[src/rtl/sdmp_pkg.sv]
package sdmp_pkg;

	// Framing characters and the id bias
	localparam logic [7:0] CH_OPEN  = 8'h3C;
	localparam logic [7:0] CH_SLASH = 8'h2F;
	localparam logic [7:0] CH_CLOSE = 8'h3E;
	localparam logic [7:0] ID_BIAS  = 8'd48;

	// Input commands
	localparam logic CMD_PARSE   = 1'b0;
	localparam logic CMD_RESTART = 1'b1;

	// Buffer write kinds
	localparam logic [1:0] WK_NONE  = 2'd0;
	localparam logic [1:0] WK_CMD   = 2'd1;
	localparam logic [1:0] WK_FIELD = 2'd2;

	typedef struct packed {
		logic       cmd;
		logic [7:0] data_byte;
	} req_t;

	typedef struct packed {
		logic [1:0] write_kind;
		logic [2:0] field_index;
		logic [3:0] write_offset;
		logic [7:0] write_data;
		logic [7:0] source_id;
		logic [7:0] dest_id;
		logic       done_res;
		logic       overflow;
	} rsp_t;

endpackage

[src/rtl/sdmp_core.sv]
module sdmp_core import sdmp_pkg::*; #(
	parameter int CMD_LEN    = 16,
	parameter int FIELD_LEN  = 16,
	parameter int MAX_FIELDS = 8
) (
	input  logic clk,
	input  logic arst_n,
	input  logic step,
	input  req_t req,
	output rsp_t rsp
);

	localparam int MAX_LEN = (CMD_LEN > FIELD_LEN) ? CMD_LEN : FIELD_LEN;
	localparam int OFS_W   = $clog2(MAX_LEN);
	localparam int FLD_W   = $clog2(MAX_FIELDS + 1);

	localparam logic [OFS_W-1:0] CMD_LAST   = OFS_W'(CMD_LEN - 1);
	localparam logic [OFS_W-1:0] FIELD_LAST = OFS_W'(FIELD_LEN - 1);
	localparam logic [FLD_W-1:0] FLD_FULL   = FLD_W'(MAX_FIELDS);

	typedef enum logic [2:0] {
		PH_START,
		PH_COMMAND,
		PH_SOURCE,
		PH_DEST,
		PH_FIELD,
		PH_DONE
	} phase_t;

	phase_t           phase_q, phase_d;
	logic [OFS_W-1:0] ofs_q, ofs_d;
	logic [FLD_W-1:0] fld_q, fld_d;
	logic [7:0]       src_q, src_d;
	logic [7:0]       dst_q, dst_d;
	rsp_t             rsp_q, rsp_d;

	logic             room_field;
	logic [OFS_W+3:0] ofs_ext;
	logic [FLD_W+2:0] fld_ext;

	assign room_field = (fld_q < FLD_FULL);
	assign ofs_ext    = {4'b0, ofs_q};
	assign fld_ext    = {3'b0, fld_q};

	always_comb begin
		phase_d = phase_q;
		ofs_d   = ofs_q;
		fld_d   = fld_q;
		src_d   = src_q;
		dst_d   = dst_q;
		rsp_d   = '0;

		if (req.cmd == CMD_RESTART) begin
			phase_d = PH_START;
			ofs_d   = '0;
			fld_d   = '0;
		end else begin
			case (phase_q)
				PH_START: begin
					if (req.data_byte == CH_OPEN)
						phase_d = PH_COMMAND;
				end
				PH_COMMAND: begin
					if (req.data_byte == CH_SLASH) begin
						// terminator always fits
						rsp_d.write_kind   = WK_CMD;
						rsp_d.write_offset = ofs_ext[3:0];
						ofs_d              = '0;
						phase_d            = PH_SOURCE;
					end else if (ofs_q >= CMD_LAST) begin
						rsp_d.overflow = 1'b1;
					end else begin
						rsp_d.write_kind   = WK_CMD;
						rsp_d.write_offset = ofs_ext[3:0];
						rsp_d.write_data   = req.data_byte;
						ofs_d              = ofs_q + 1'b1;
					end
				end
				PH_SOURCE: begin
					src_d   = req.data_byte - ID_BIAS;
					phase_d = PH_DEST;
				end
				PH_DEST: begin
					if (req.data_byte == CH_SLASH)
						phase_d = PH_FIELD;
					else if (req.data_byte == CH_CLOSE)
						phase_d = PH_DONE;
					else
						dst_d = req.data_byte - ID_BIAS;
				end
				PH_FIELD: begin
					if (req.data_byte == CH_SLASH || req.data_byte == CH_CLOSE) begin
						if (room_field) begin
							rsp_d.write_kind   = WK_FIELD;
							rsp_d.field_index  = fld_ext[2:0];
							rsp_d.write_offset = ofs_ext[3:0];
						end else begin
							rsp_d.overflow = 1'b1;
						end
						if (req.data_byte == CH_SLASH) begin
							if (room_field)
								fld_d = fld_q + 1'b1;
							ofs_d = '0;
						end else begin
							phase_d = PH_DONE;
						end
					end else if (!room_field || ofs_q >= FIELD_LAST) begin
						rsp_d.overflow = 1'b1;
					end else begin
						rsp_d.write_kind   = WK_FIELD;
						rsp_d.field_index  = fld_ext[2:0];
						rsp_d.write_offset = ofs_ext[3:0];
						rsp_d.write_data   = req.data_byte;
						ofs_d              = ofs_q + 1'b1;
					end
				end
				default: begin
				end
			endcase
		end

		rsp_d.source_id = src_d;
		rsp_d.dest_id   = dst_d;
		rsp_d.done_res  = (phase_d == PH_DONE);
	end

	always_ff @(posedge clk or negedge arst_n) begin
		if (!arst_n) begin
			phase_q <= PH_START;
			ofs_q   <= '0;
			fld_q   <= '0;
			src_q   <= '0;
			dst_q   <= '0;
			rsp_q   <= '0;
		end else if (step) begin
			phase_q <= phase_d;
			ofs_q   <= ofs_d;
			fld_q   <= fld_d;
			src_q   <= src_d;
			dst_q   <= dst_d;
			rsp_q   <= rsp_d;
		end
	end

	assign rsp = rsp_q;

endmodule

[src/rtl/slash_delimited_message_parser.sv]
// Parser for framed messages of the form <command/SD/field/field...>.
//
// Request channel (req_valid, req_ready, req): one transaction carries either
// a message byte or a restart command. Response channel (rsp_valid, rsp_ready,
// rsp): exactly one transaction per request, describing the buffer write the
// byte causes (command or field character, or a zero terminator), the latest
// source and destination ids, the done flag and the overflow flag. The
// command and field buffers themselves live downstream.
//
// The response is registered: the response for a request accepted at an edge is
// valid after that edge. Throughput is one transaction per cycle while the
// receiver takes each response; the whole parse step is a single pass of logic
// from the parser state registers into the response register.
//
// Reset clears the parser to "waiting for <", offset and field index to zero
// and both ids to zero; no response is pending after reset.
//
// When the receiver stalls, the response register holds its transaction and
// req_ready drops, so upstream waits; as soon as the response is taken a new
// request may enter in the same cycle.
module slash_delimited_message_parser import sdmp_pkg::*; #(
	parameter int CMD_LEN    = 16,
	parameter int FIELD_LEN  = 16,
	parameter int MAX_FIELDS = 8
) (
	input  logic clk,
	input  logic arst_n,
	input  logic req_valid,
	output logic req_ready,
	input  req_t req,
	output logic rsp_valid,
	input  logic rsp_ready,
	output rsp_t rsp
);

	logic rsp_valid_q;
	logic step;

	// Accept whenever the response slot is empty or is being drained now
	assign req_ready = !rsp_valid_q || rsp_ready;
	assign step      = req_valid && req_ready;

	// Parser state and response register; advance only on an accepted request
	sdmp_core #(
		.CMD_LEN   (CMD_LEN),
		.FIELD_LEN (FIELD_LEN),
		.MAX_FIELDS(MAX_FIELDS)
	) u_core (
		.clk   (clk),
		.arst_n(arst_n),
		.step  (step),
		.req   (req),
		.rsp   (rsp)
	);

	// Hold valid until the response is taken; refill it on a new request
	always_ff @(posedge clk or negedge arst_n) begin
		if (!arst_n) begin
			rsp_valid_q <= 1'b0;
		end else if (step) begin
			rsp_valid_q <= 1'b1;
		end else if (rsp_ready) begin
			rsp_valid_q <= 1'b0;
		end
	end

	assign rsp_valid = rsp_valid_q;

endmodule

[config.mk]
export PLATFORM = sky130hd
export DESIGN_NAME = slash_delimited_message_parser
export DESIGN_NICKNAME = d
export VERILOG_FILES = /design/src/rtl/sdmp_pkg.sv /design/src/rtl/sdmp_core.sv /design/src/rtl/slash_delimited_message_parser.sv
export SDC_FILE = /design/constraint.sdc
export NUM_CORES = 1
export LEC_CHECK = 0
export BUFFER_PORTS_ARGS = -buffer_cell sky130_fd_sc_hd__buf_2
export CORE_MARGIN = 5
export CORE_UTILIZATION = 43
export CTS_CLUSTER_SIZE = 8
export DETAILED_ROUTE_END_ITERATION = 8
export PLACE_DENSITY = 0.68
export SLEW_MARGIN = 20
export SYNTH_ARGS = -nofsm -noshare
export SYNTH_HDL_FRONTEND = slang
export SYNTH_HIERARCHICAL = 1
export SYNTH_SLANG_ARGS = --single-unit
[constraint.sdc]
create_clock -name clk -period 1.8 [get_ports clk]
set_input_delay 0.36 -clock clk [delete_from_list [all_inputs] [get_ports clk]]
set_output_delay 0.36 -clock clk [all_outputs]
set_load 0.01 [all_outputs]
==> flow_summary.toml, run 1 <==
[clock_tree]
clock_path_buffers = 2
h-tree-depth = 2
clk_pin_slew_ns = 0.08
cts-root-buf = "clkbuf_8"
numCtsBuffers = 5
hold_buffers = 0
numClockSinks = 47
cts_tree = "done"
clock_latency_ns = 0.29

[yosys]
synth_fa_ha_area_frac = 0.02262
async_flop_share = 1.000
ys.flop_type = "dfrtp_1"
synthMuxAreaShare = 0.03676
yosys.area_share.simple = 0.1742
synth_compound_area_frac = 0.2014
synth_top_family_by_area = "compound AO/OA/AOI/OAI gates"
synth-seq-cells = 47
synth-seq-area-share = 0.5317
synth_area_per_cell_um2 = 10.69
synth_area_um2 = 2212
synth_edf_count = 0
yosys-top-cells-area = "dfrtp_1, a22o_1, nand2_1"
synth_fp_nets = 224
yosysUniqueCellTypes = 46
synth_warnings = 6
yosysMostFrequentCell = "dfrtp_1"
synth.largest_area_cell = "dfrtp_1"
synth-xor-area-share = 0.007919
yosys-top-cells-count = "dfrtp_1, nand2_1, o21ai_0"
yosysTopAreaCellShare = 0.5317
syn_inst = 207

[critical_path]
critPathRequiredTime_ns = 1.98
path_max_fanout = 3
start_kind = "flop"
crit_arrival_ns = 2.07
worstReg2RegStart = "u_core/phase_q[0]$_DFFE_PN0P_"
path_class = "flop to flop"
r2r-end = "u_core/ofs_q[1]$_DFFE_PN0P_"
crit_path_end_kind = "flop"
reg2reg_slack_ns = -0.09
rr_worst_depth = 5

[timing]
slew_headroom = 0.7612
holdWs_ns = 0.03818
max_freq_mhz = 528.9
finalSetupViolCount = 3
drv_slew = 0
fin_crit_sh = 1.050
fin_crit_ns = 1.891
tightest_slew_ns = 0.3544
skew_ns = 0.003578
worst_slack_ns = -0.09061
rsz0062_at_grt = "yes"
timing.final.hold_violations = 0

[floorplanning]
core-area_um2 = 5042
die_w_um = 81.73
initial_core_util = 0.4387
rows = 26
dieHeight_um = 81.73
ios = 50
die_area_um2 = 6679

[final_layout]
final_nets = 317
syn2layout_area_growth_pct = 39.14
layout-drive-gt1-share = 0.4319
num_antenna_cells = 0

[detailed_routing]
via_per_inst = 5.191
first_pass_iters = 4
drt_wl_total_um = 5368
drc_errors = 0
ant_nets = 0
via_count = 1926
routedWlPerCell_um = 14.47
drtIter0Drc = 63

[run_status]
status = "complete, but fails checks"
violations = "negative setup slack"

[global_routing]
grt_max_degree = 48
grt_busiest_layer = "met2"
track_usage = 0.1717
grt_antenna_before_repair = 0
overflow = 0
use_met2 = 0.2819
use_met3 = 0.03838
gr-usage-met1 = 0.2291
grt_pass1_vias = 1836
grt_pass1_wl_um = 8852

[place]
portBuffers = 49
place_ws_ns = -0.2000
hpwlAfterDp_um = 4026
gp_congestion = 0.8214

[min_path]
hold_class = "primary input to async pin"

[power_and_ir_drop]
powerDensity_nw_per_um2 = 702.1
leakage_nw = 1.597
vdd_drop_max_uv = 505.9

[job]
cap_violations = 0
## per-stage QoR
stage / setup TNS [ns] / total power, mW / std cells / utilization / instance area [um^2]
after global routing: -0.3248 / 2.246 / 371 / 0.6104 / 3078
after floorplan: -0.1015 / 1.171 / 207 / - / 2222
after CTS: -0.4574 / 2.186 / 371 / 0.6010 / 3030
final: -0.1979 / 2.161 / 371 / 0.6104 / 3078
after detailed placement: -2.942 / 1.287 / 363 / 0.5725 / 2887
after global placement: -1.965 / 1.285 / 363 / 0.5725 / 2887
## cell usage in the layout, fill, tap and decap left out, drive strengths merged, types with 2 or more instances in the layout
cell,netlist,routed
a21oi,7,7
a22o,15,15
a31oi,6,6
a41oi,2,2
buf,0,94
bufinv,0,2
clkbuf,8,6
dfrtp,47,47
ha,4,4
inv,7,7
mux2,6,6
nand2,30,30
nand2b,3,3
nand3,6,6
nor2,11,11
nor2b,5,5
nor3,5,5
nor4,2,2
o21ai,18,18
o2bb2ai,3,3
xnor2,2,2
## logic make-up (layout without fill, tap and decap cells)
family | after synthesis | after routing
AO/OA/AOI/OAI | 62 | 62
AND/OR/NAND/NOR | 70 | 70
flip-flops | 47 | 47
buffers and inverters | 15 | 109
adder cells (fa/ha/maj) | 4 | 4
multiplexers | 7 | 7
XOR/XNOR | 2 | 2
## routing by layer
layer  routed length [um]  part of all wire
met5                    0                 0
met4                   56             0.010
met3                  345             0.064
met2                 2560              0.48
met1                 2405              0.45
## layout make-up
cell class / instances / area (um^2)
fill: 432 / 1964
sequential: 47 / 1176
multi-input combinational: 145 / 1047
timing repair buffer: 94 / 608.1
tap: 70 / 87.58
clock buffer: 6 / 72.57
clock inverter: 2 / 60.06
inverter: 7 / 26.28
## sequential cells by signal, indices dropped and copies added (netlist names)
signal	cells
u_core/rsp	35
u_core/fld_q	4
u_core/ofs_q	4
u_core/phase_q	3
rsp_valid	1
## where the power goes
| group | total [mW] | internal (mW) | switching, mW |
|---|---|---|---|
| clock network | 0.893 | 0.555 | 0.338 |
| logic | 0.196 | 0.0843 | 0.112 |
| registers | 1.07 | 1.07 | 0.00675 |
| total | 2.16 | 1.70 | 0.457 |
## worst max-delay path by stage
stage | to | start | depth (start not counted)
2_1_floorplan | u_core/ofs_q[1]$_DFFE_PN0P_ | u_core/phase_q[2]$_DFFE_PN0P_ | 5
3_3_place_gp | u_core/ofs_q[1]$_DFFE_PN0P_ | req[4] | 7
3_5_place_dp | u_core/ofs_q[1]$_DFFE_PN0P_ | req[4] | 7
4_1_cts | u_core/ofs_q[1]$_DFFE_PN0P_ | u_core/phase_q[0]$_DFFE_PN0P_ | 5
5_1_grt | u_core/ofs_q[1]$_DFFE_PN0P_ | u_core/ofs_q[0]$_DFFE_PN0P_ | 6
6_report | u_core/ofs_q[1]$_DFFE_PN0P_ | u_core/phase_q[0]$_DFFE_PN0P_ | 5
## what timing repair did
action,CTS,global route
endpoints found under the setup margin,11,25
resized for setup,3,10
buffers inserted,0,0
pin swaps,4,4
## worst max-delay path, stage by stage, from the launching register on
cell	delay, ns
dfrtp_1	0.38
or3b_4	0.43
a31oi_4	0.19
nor3_2	0.06
a2111o_1	0.40
mux2_4	0.31
(Power assumes the default switching activity.)
==> inputs of run 2 (changes only) <==
==> constraint.sdc (replaced) <==
create_clock -name clk -period 1.8 [get_ports clk]
set_input_delay 0.36 -clock clk [delete_from_list [all_inputs] [get_ports clk]]
set_output_delay 0.36 -clock clk [all_outputs]
set_load 0.02 [all_outputs]
==> run 2 against run 1 <==
Against the previous run:
- the flow still finishes with violations (negative setup slack)
- sequential share of layout area is 0.15 points lower
- utilization rose by 0.30 points
- largest cell class unchanged
- clock power decreased by 11%
- sequential cell count unchanged
- global-route usage grew 0.95 points
==> flow_summary.toml, run 2 (synthesized netlist as in run 1, its figures left out) <==
[run_status]
status = "complete, but fails checks"
violations = "negative setup slack"

[critical_path]
critPathRequiredTime_ns = 1.99
slowest_delay_ns = 0.48
path_buf_inv = 0
crit_arrival_ns = 2.07
path_max_fanout = 3
crit_chain = "ha_2, and3_4, o21ai_4, nor2_2, a2111o_1, mux2_4"
start_kind = "flop"
crit_path_end_kind = "flop"
path_delay_family = "compound AO/OA/AOI/OAI gates"
path_class = "flop to flop"
slowest_stage = "a2111o_1"

[floorplanning]
initial_core_util = 0.4387
core-area_um2 = 5042
ios = 50
die_w_um = 81.73
dieHeight_um = 81.73
die_area_um2 = 6679
rows = 26

[final_layout]
num_antenna_cells = 0
stdcell_count = 375
final_util = 0.6134
syn2layout_area_growth_pct = 39.82
final_nets = 321
largest_reg_flops = 35
fill_cells = 429
layout_common_cells = "buf_2, buf_4, dfrtp_1"
final_common_cell = "buf_2"
layout-drive-gt1-share = 0.4426

[timing]
max_freq_mhz = 531.7
fin_crit_sh = 1.045
timing.final.hold_violations = 0
worst_slack_ns = -0.08081
fin_crit_ns = 1.881
drv_slew = 0
slew_headroom = 0.6935
rsz0062_at_grt = "yes"
holdWs_ns = 0.001307
skew_ns = 0.006632
finalSetupViolCount = 3
tightest_slew_ns = 0.4598

[clock_tree]
h-tree-depth = 2
numCtsBuffers = 5
cts_tree = "done"
clk_pin_slew_ns = 0.09
cts-root-buf = "clkbuf_8"
numClockSinks = 47
clock_path_buffers = 2
clock_latency_ns = 0.29
hold_buffers = 0

[detailed_routing]
routedWlPerCell_um = 14.92
via_per_inst = 5.245
via_count = 1967
ant_nets = 0
drc_errors = 0
drt_wl_total_um = 5595
drtIter0Drc = 84
first_pass_iters = 4

[place]
place_ws_ns = -0.2030
gp_congestion = 0.8294
dp_cells = 366
portBuffers = 49
hpwlAfterDp_um = 4206

[power_and_ir_drop]
pwr-share-comb = 0.101
powerDensity_nw_per_um2 = 672.3
clkPwrFrac = 0.383
leakage_nw = 1.611
swShare = 0.2283
internal_power_mw = 1.605
seq_power_share = 0.516
vdd_drop_max_uv = 414.9
p_sw_mw = 0.4747

[job]
cap_violations = 0

[global_routing]
grt_pass1_wl_um = 9411
grt_pass1_vias = 2010
grt_antenna_before_repair = 0
track_usage = 0.1812
grt_max_degree = 30
overflow = 0

[min_path]
hold_class = "primary input to async pin"
[run 2: cell count changes in the layout (fill, tap and decap cells not counted), sizes merged]
cell,change
buf,+4
clkinv,+1
bufinv,-1
[run 2: power by group through the flow]
stage | logic, mW | registers (mW) | clock network, mW
detailed placement | 0.208 | 1.09 | 0
floorplan | 0.0747 | 1.10 | 0
global route | 0.232 | 1.07 | 0.858
CTS | 0.210 | 1.07 | 0.819
finish | 0.211 | 1.07 | 0.796
global placement | 0.204 | 1.09 | 0
[run 2: per-stage QoR]
step           power (mW)  setup TNS (ns)  area, um^2
3_3_place_gp        1.297          -1.749        2910
3_5_place_dp        1.301          -2.065        2910
4_1_cts             2.101         -0.2428        3044
2_1_floorplan       1.177         -0.1015        2225
5_1_grt             2.163         -0.4555        3093
6_report            2.079         -0.1677        3093
[run 2: path summary, 6_finish.rpt]
check	slack (ns)	from	end	cells past startpoint
setup / recovery	-0.08	u_core/ofs_q[1]$_DFFE_PN0P_	u_core/ofs_q[1]$_DFFE_PN0P_	6
hold / removal	0.001	arst_n	u_core/rsp[1]$_DFFE_PN0P_	1
setup reg to reg	-0.08	u_core/ofs_q[1]$_DFFE_PN0P_	u_core/ofs_q[1]$_DFFE_PN0P_	6
hold reg to reg	0.48	u_core/rsp[2]$_DFFE_PN0P_	u_core/rsp[2]$_DFFE_PN0P_	2
max in group asynchronous	1.29	arst_n	u_core/rsp[6]$_DFFE_PN0P_	2
min in group clk	0.27	req_valid	rsp_valid$_DFFE_PN0P_	2
[run 2: layout make-up]
type                       instances  area (um^2)  share of cell area
sequential                        47         1177              0.3807
clock inverter                     2        35.03             0.01133
tap                               70        87.58             0.02832
multi-input combinational        145         1046              0.3382
timing repair buffer              98        638.1              0.2063
inverter                           7        26.28            0.008495
clock buffer                       6        82.58             0.02670
[run 2: per-layer routing]
layer  vias to the layer above  track usage  part of all wire
li1                        950            -                 -
met1                       950       0.2339              0.46
met2                        56       0.3021              0.46
met3                        11      0.03728             0.063
met4                         0      0.06146             0.013
met5                         -            0                 0
[run 2: repair_timing]
| item | 4_1_cts | 5_1_grt |
|---|---|---|
| endpoints found under the hold margin | 0 | 0 |
| pin swaps | 3 | 4 |
| buffers inserted | 0 | 1 |
| resized for setup | 4 | 9 |
| setup endpoints to repair | 8 | 27 |
==> inputs of run 3 (changes only) <==
==> constraint.sdc (replaced) <==
create_clock -name clk -period 1.65 [get_ports clk]
set_input_delay 0.33 -clock clk [delete_from_list [all_inputs] [get_ports clk]]
set_output_delay 0.33 -clock clk [all_outputs]
set_load 0.02 [all_outputs]
==> run 3 against run 2 <==
Against the previous run:
- the run ends with negative hold slack, negative setup slack left
- first-iteration DRC count rose by 42%
- sequential power up 9%
- hold slack lost 0.0070 ns
- utilization increased by 1.7 points
- clock-buffer cell count is the same
- non-clock buffer count increased by 7
- combinational power rose by 14%
- register-to-register slack worse by 0.15 ns
- power grew 1.1%
- largest cell class unchanged
==> flow_summary.toml, run 3 (synthesized netlist as in run 1, its figures left out) <==
[final_layout]
final_nets = 329
stdcell_count = 382
fill_cells = 413
stdcell_area_um2 = 3177
largest_reg_flops = 35
layout_common_cells = "buf_4, buf_2, dfrtp_1"
syn2layout_area_growth_pct = 43.61
num_antenna_cells = 0
layout-drive-gt1-share = 0.4744
final_common_cell = "buf_4"

[clock_tree]
h-tree-depth = 2
cts_tree = "done"
numCtsBuffers = 5
numClockSinks = 47
clock_path_buffers = 2
clock_latency_ns = 0.30
clk_pin_slew_ns = 0.08
cts-root-buf = "clkbuf_8"
hold_buffers = 0

[timing]
skew_ns = 0.005667
fin_crit_ns = 1.877
finalSetupViolCount = 15
drv_slew = 0
rsz0062_at_grt = "yes"
tightest_slew_ns = 0.5094
holdWs_ns = -0.005738
worst_slack_ns = -0.2267
timing.final.hold_violations = 6
slew_headroom = 0.6604
fin_crit_sh = 1.137
max_freq_mhz = 532.9

[global_routing]
grt_pass1_wl_um = 9494
overflow = 0
grt_antenna_before_repair = 0
grt_max_degree = 27
grt_pass1_vias = 2050
track_usage = 0.1833

[power_and_ir_drop]
powerDensity_nw_per_um2 = 661.7
vdd_drop_max_uv = 348.2
leakage_nw = 1.640

[detailed_routing]
highest_layer = "met4"
ant_nets = 0
wl_met2_um = 2755
wirelength_met1_um = 2586
routedWlPerCell_um = 15.07
routed-wl-met3_um = 333
via_count = 1991
drtIter0Drc = 119
via_per_inst = 5.212
first_pass_iters = 4
drt_wl_total_um = 5756
drc_errors = 0

[floorplanning]
core-area_um2 = 5042
ios = 50
rows = 26
die_w_um = 81.73
dieHeight_um = 81.73
initial_core_util = 0.4387
die_area_um2 = 6679

[critical_path]
path_max_fanout = 3
path_class = "flop to flop"
critPathRequiredTime_ns = 1.83
start_kind = "flop"
crit_path_end_kind = "flop"
crit_arrival_ns = 2.06

[min_path]
hold_class = "primary input to async pin"

[place]
place_area_um2 = 2965
gp_congestion = 0.8548
dp_cells = 372
hpwlAfterDp_um = 4225
portBuffers = 49

[job]
cap_violations = 0

[run_status]
status = "complete, but fails checks"
violations = "negative hold slack, negative setup slack"
-- run 3: changes by cell type in the layout (fill, tap and decap cells not counted), moves of 2 or more --
cell and delta:
o21ai_0 -5, buf_4 +6, o21ai_1 +4, o21ai_2 +2, nand3_1 -2
-- run 3: repair_timing --
action                     CTS  global route
resized for setup           16            10
setup endpoints to repair   23            27
setup buffers                2             1
pin swaps                    4             7
hold endpoints to repair     0             0
gates cloned                 0             1
-- run 3: worst paths after layout --
path / cells past startpoint / start / end / slack (ns)
min in group clk: 2 / req_valid / rsp_valid$_DFFE_PN0P_ / 0.24
hold reg to reg: 2 / u_core/rsp[8]$_DFFE_PN0P_ / u_core/rsp[8]$_DFFE_PN0P_ / 0.47
setup reg to reg: 5 / u_core/phase_q[1]$_DFFE_PN0P_ / u_core/ofs_q[1]$_DFFE_PN0P_ / -0.23
setup / recovery: 5 / u_core/phase_q[1]$_DFFE_PN0P_ / u_core/ofs_q[1]$_DFFE_PN0P_ / -0.23
hold / removal: 1 / arst_n / u_core/rsp[2]$_DFFE_PN0P_ / -0.006
max in group asynchronous: 2 / arst_n / u_core/rsp[26]$_DFFE_PN0P_ / 1.15
-- run 3: report_power, final --
| part | total [mW] | internal, mW | switching, mW |
|---|---|---|---|
| clock | 0.691 | 0.329 | 0.362 |
| sequential | 1.17 | 1.16 | 0.00789 |
| combinational | 0.241 | 0.104 | 0.138 |
-- run 3: area by class of cell --
type	count	area (um^2)	share of cell area
sequential	47	1177	0.3706
multi-input combinational	146	1104	0.3474
timing repair buffer	105	694.4	0.2186
tap	70	87.58	0.02757
clock buffer	6	82.58	0.02599
inverter	7	26.28	0.008271
clock inverter	1	5.005	0.001575
-- run 3: critical path: stages (launching register included) --
cell and delay, ns:
dfrtp_1 0.38, or3b_4 0.42, a31oi_4 0.18, nor3_2 0.07
a2111o_1 0.40, mux2_4 0.31
-- run 3: routing by layer --
metal,vias up,track usage
li1,965,-
met1,955,0.2437
met2,61,0.2932
met3,10,0.03838
met4,0,0.06977
met5,-,0
-- run 3: metrics by stage --
stage / setup WS (ns) / total power, mW / TNS, ns / utilization / hold slack [ns]
floorplan: -0.1981 / 1.285 / -0.9979 / - / 0.03441
global route: -0.3035 / 2.206 / -3.195 / 0.6300 / 0.03755
detailed placement: -0.3689 / 1.426 / -7.534 / 0.5881 / 0.3381
CTS: -0.2304 / 2.121 / -1.884 / 0.6184 / 0.01532
finish: -0.2267 / 2.102 / -2.216 / 0.6300 / -0.005738
global placement: -0.3446 / 1.422 / -7.031 / 0.5881 / 0.3278
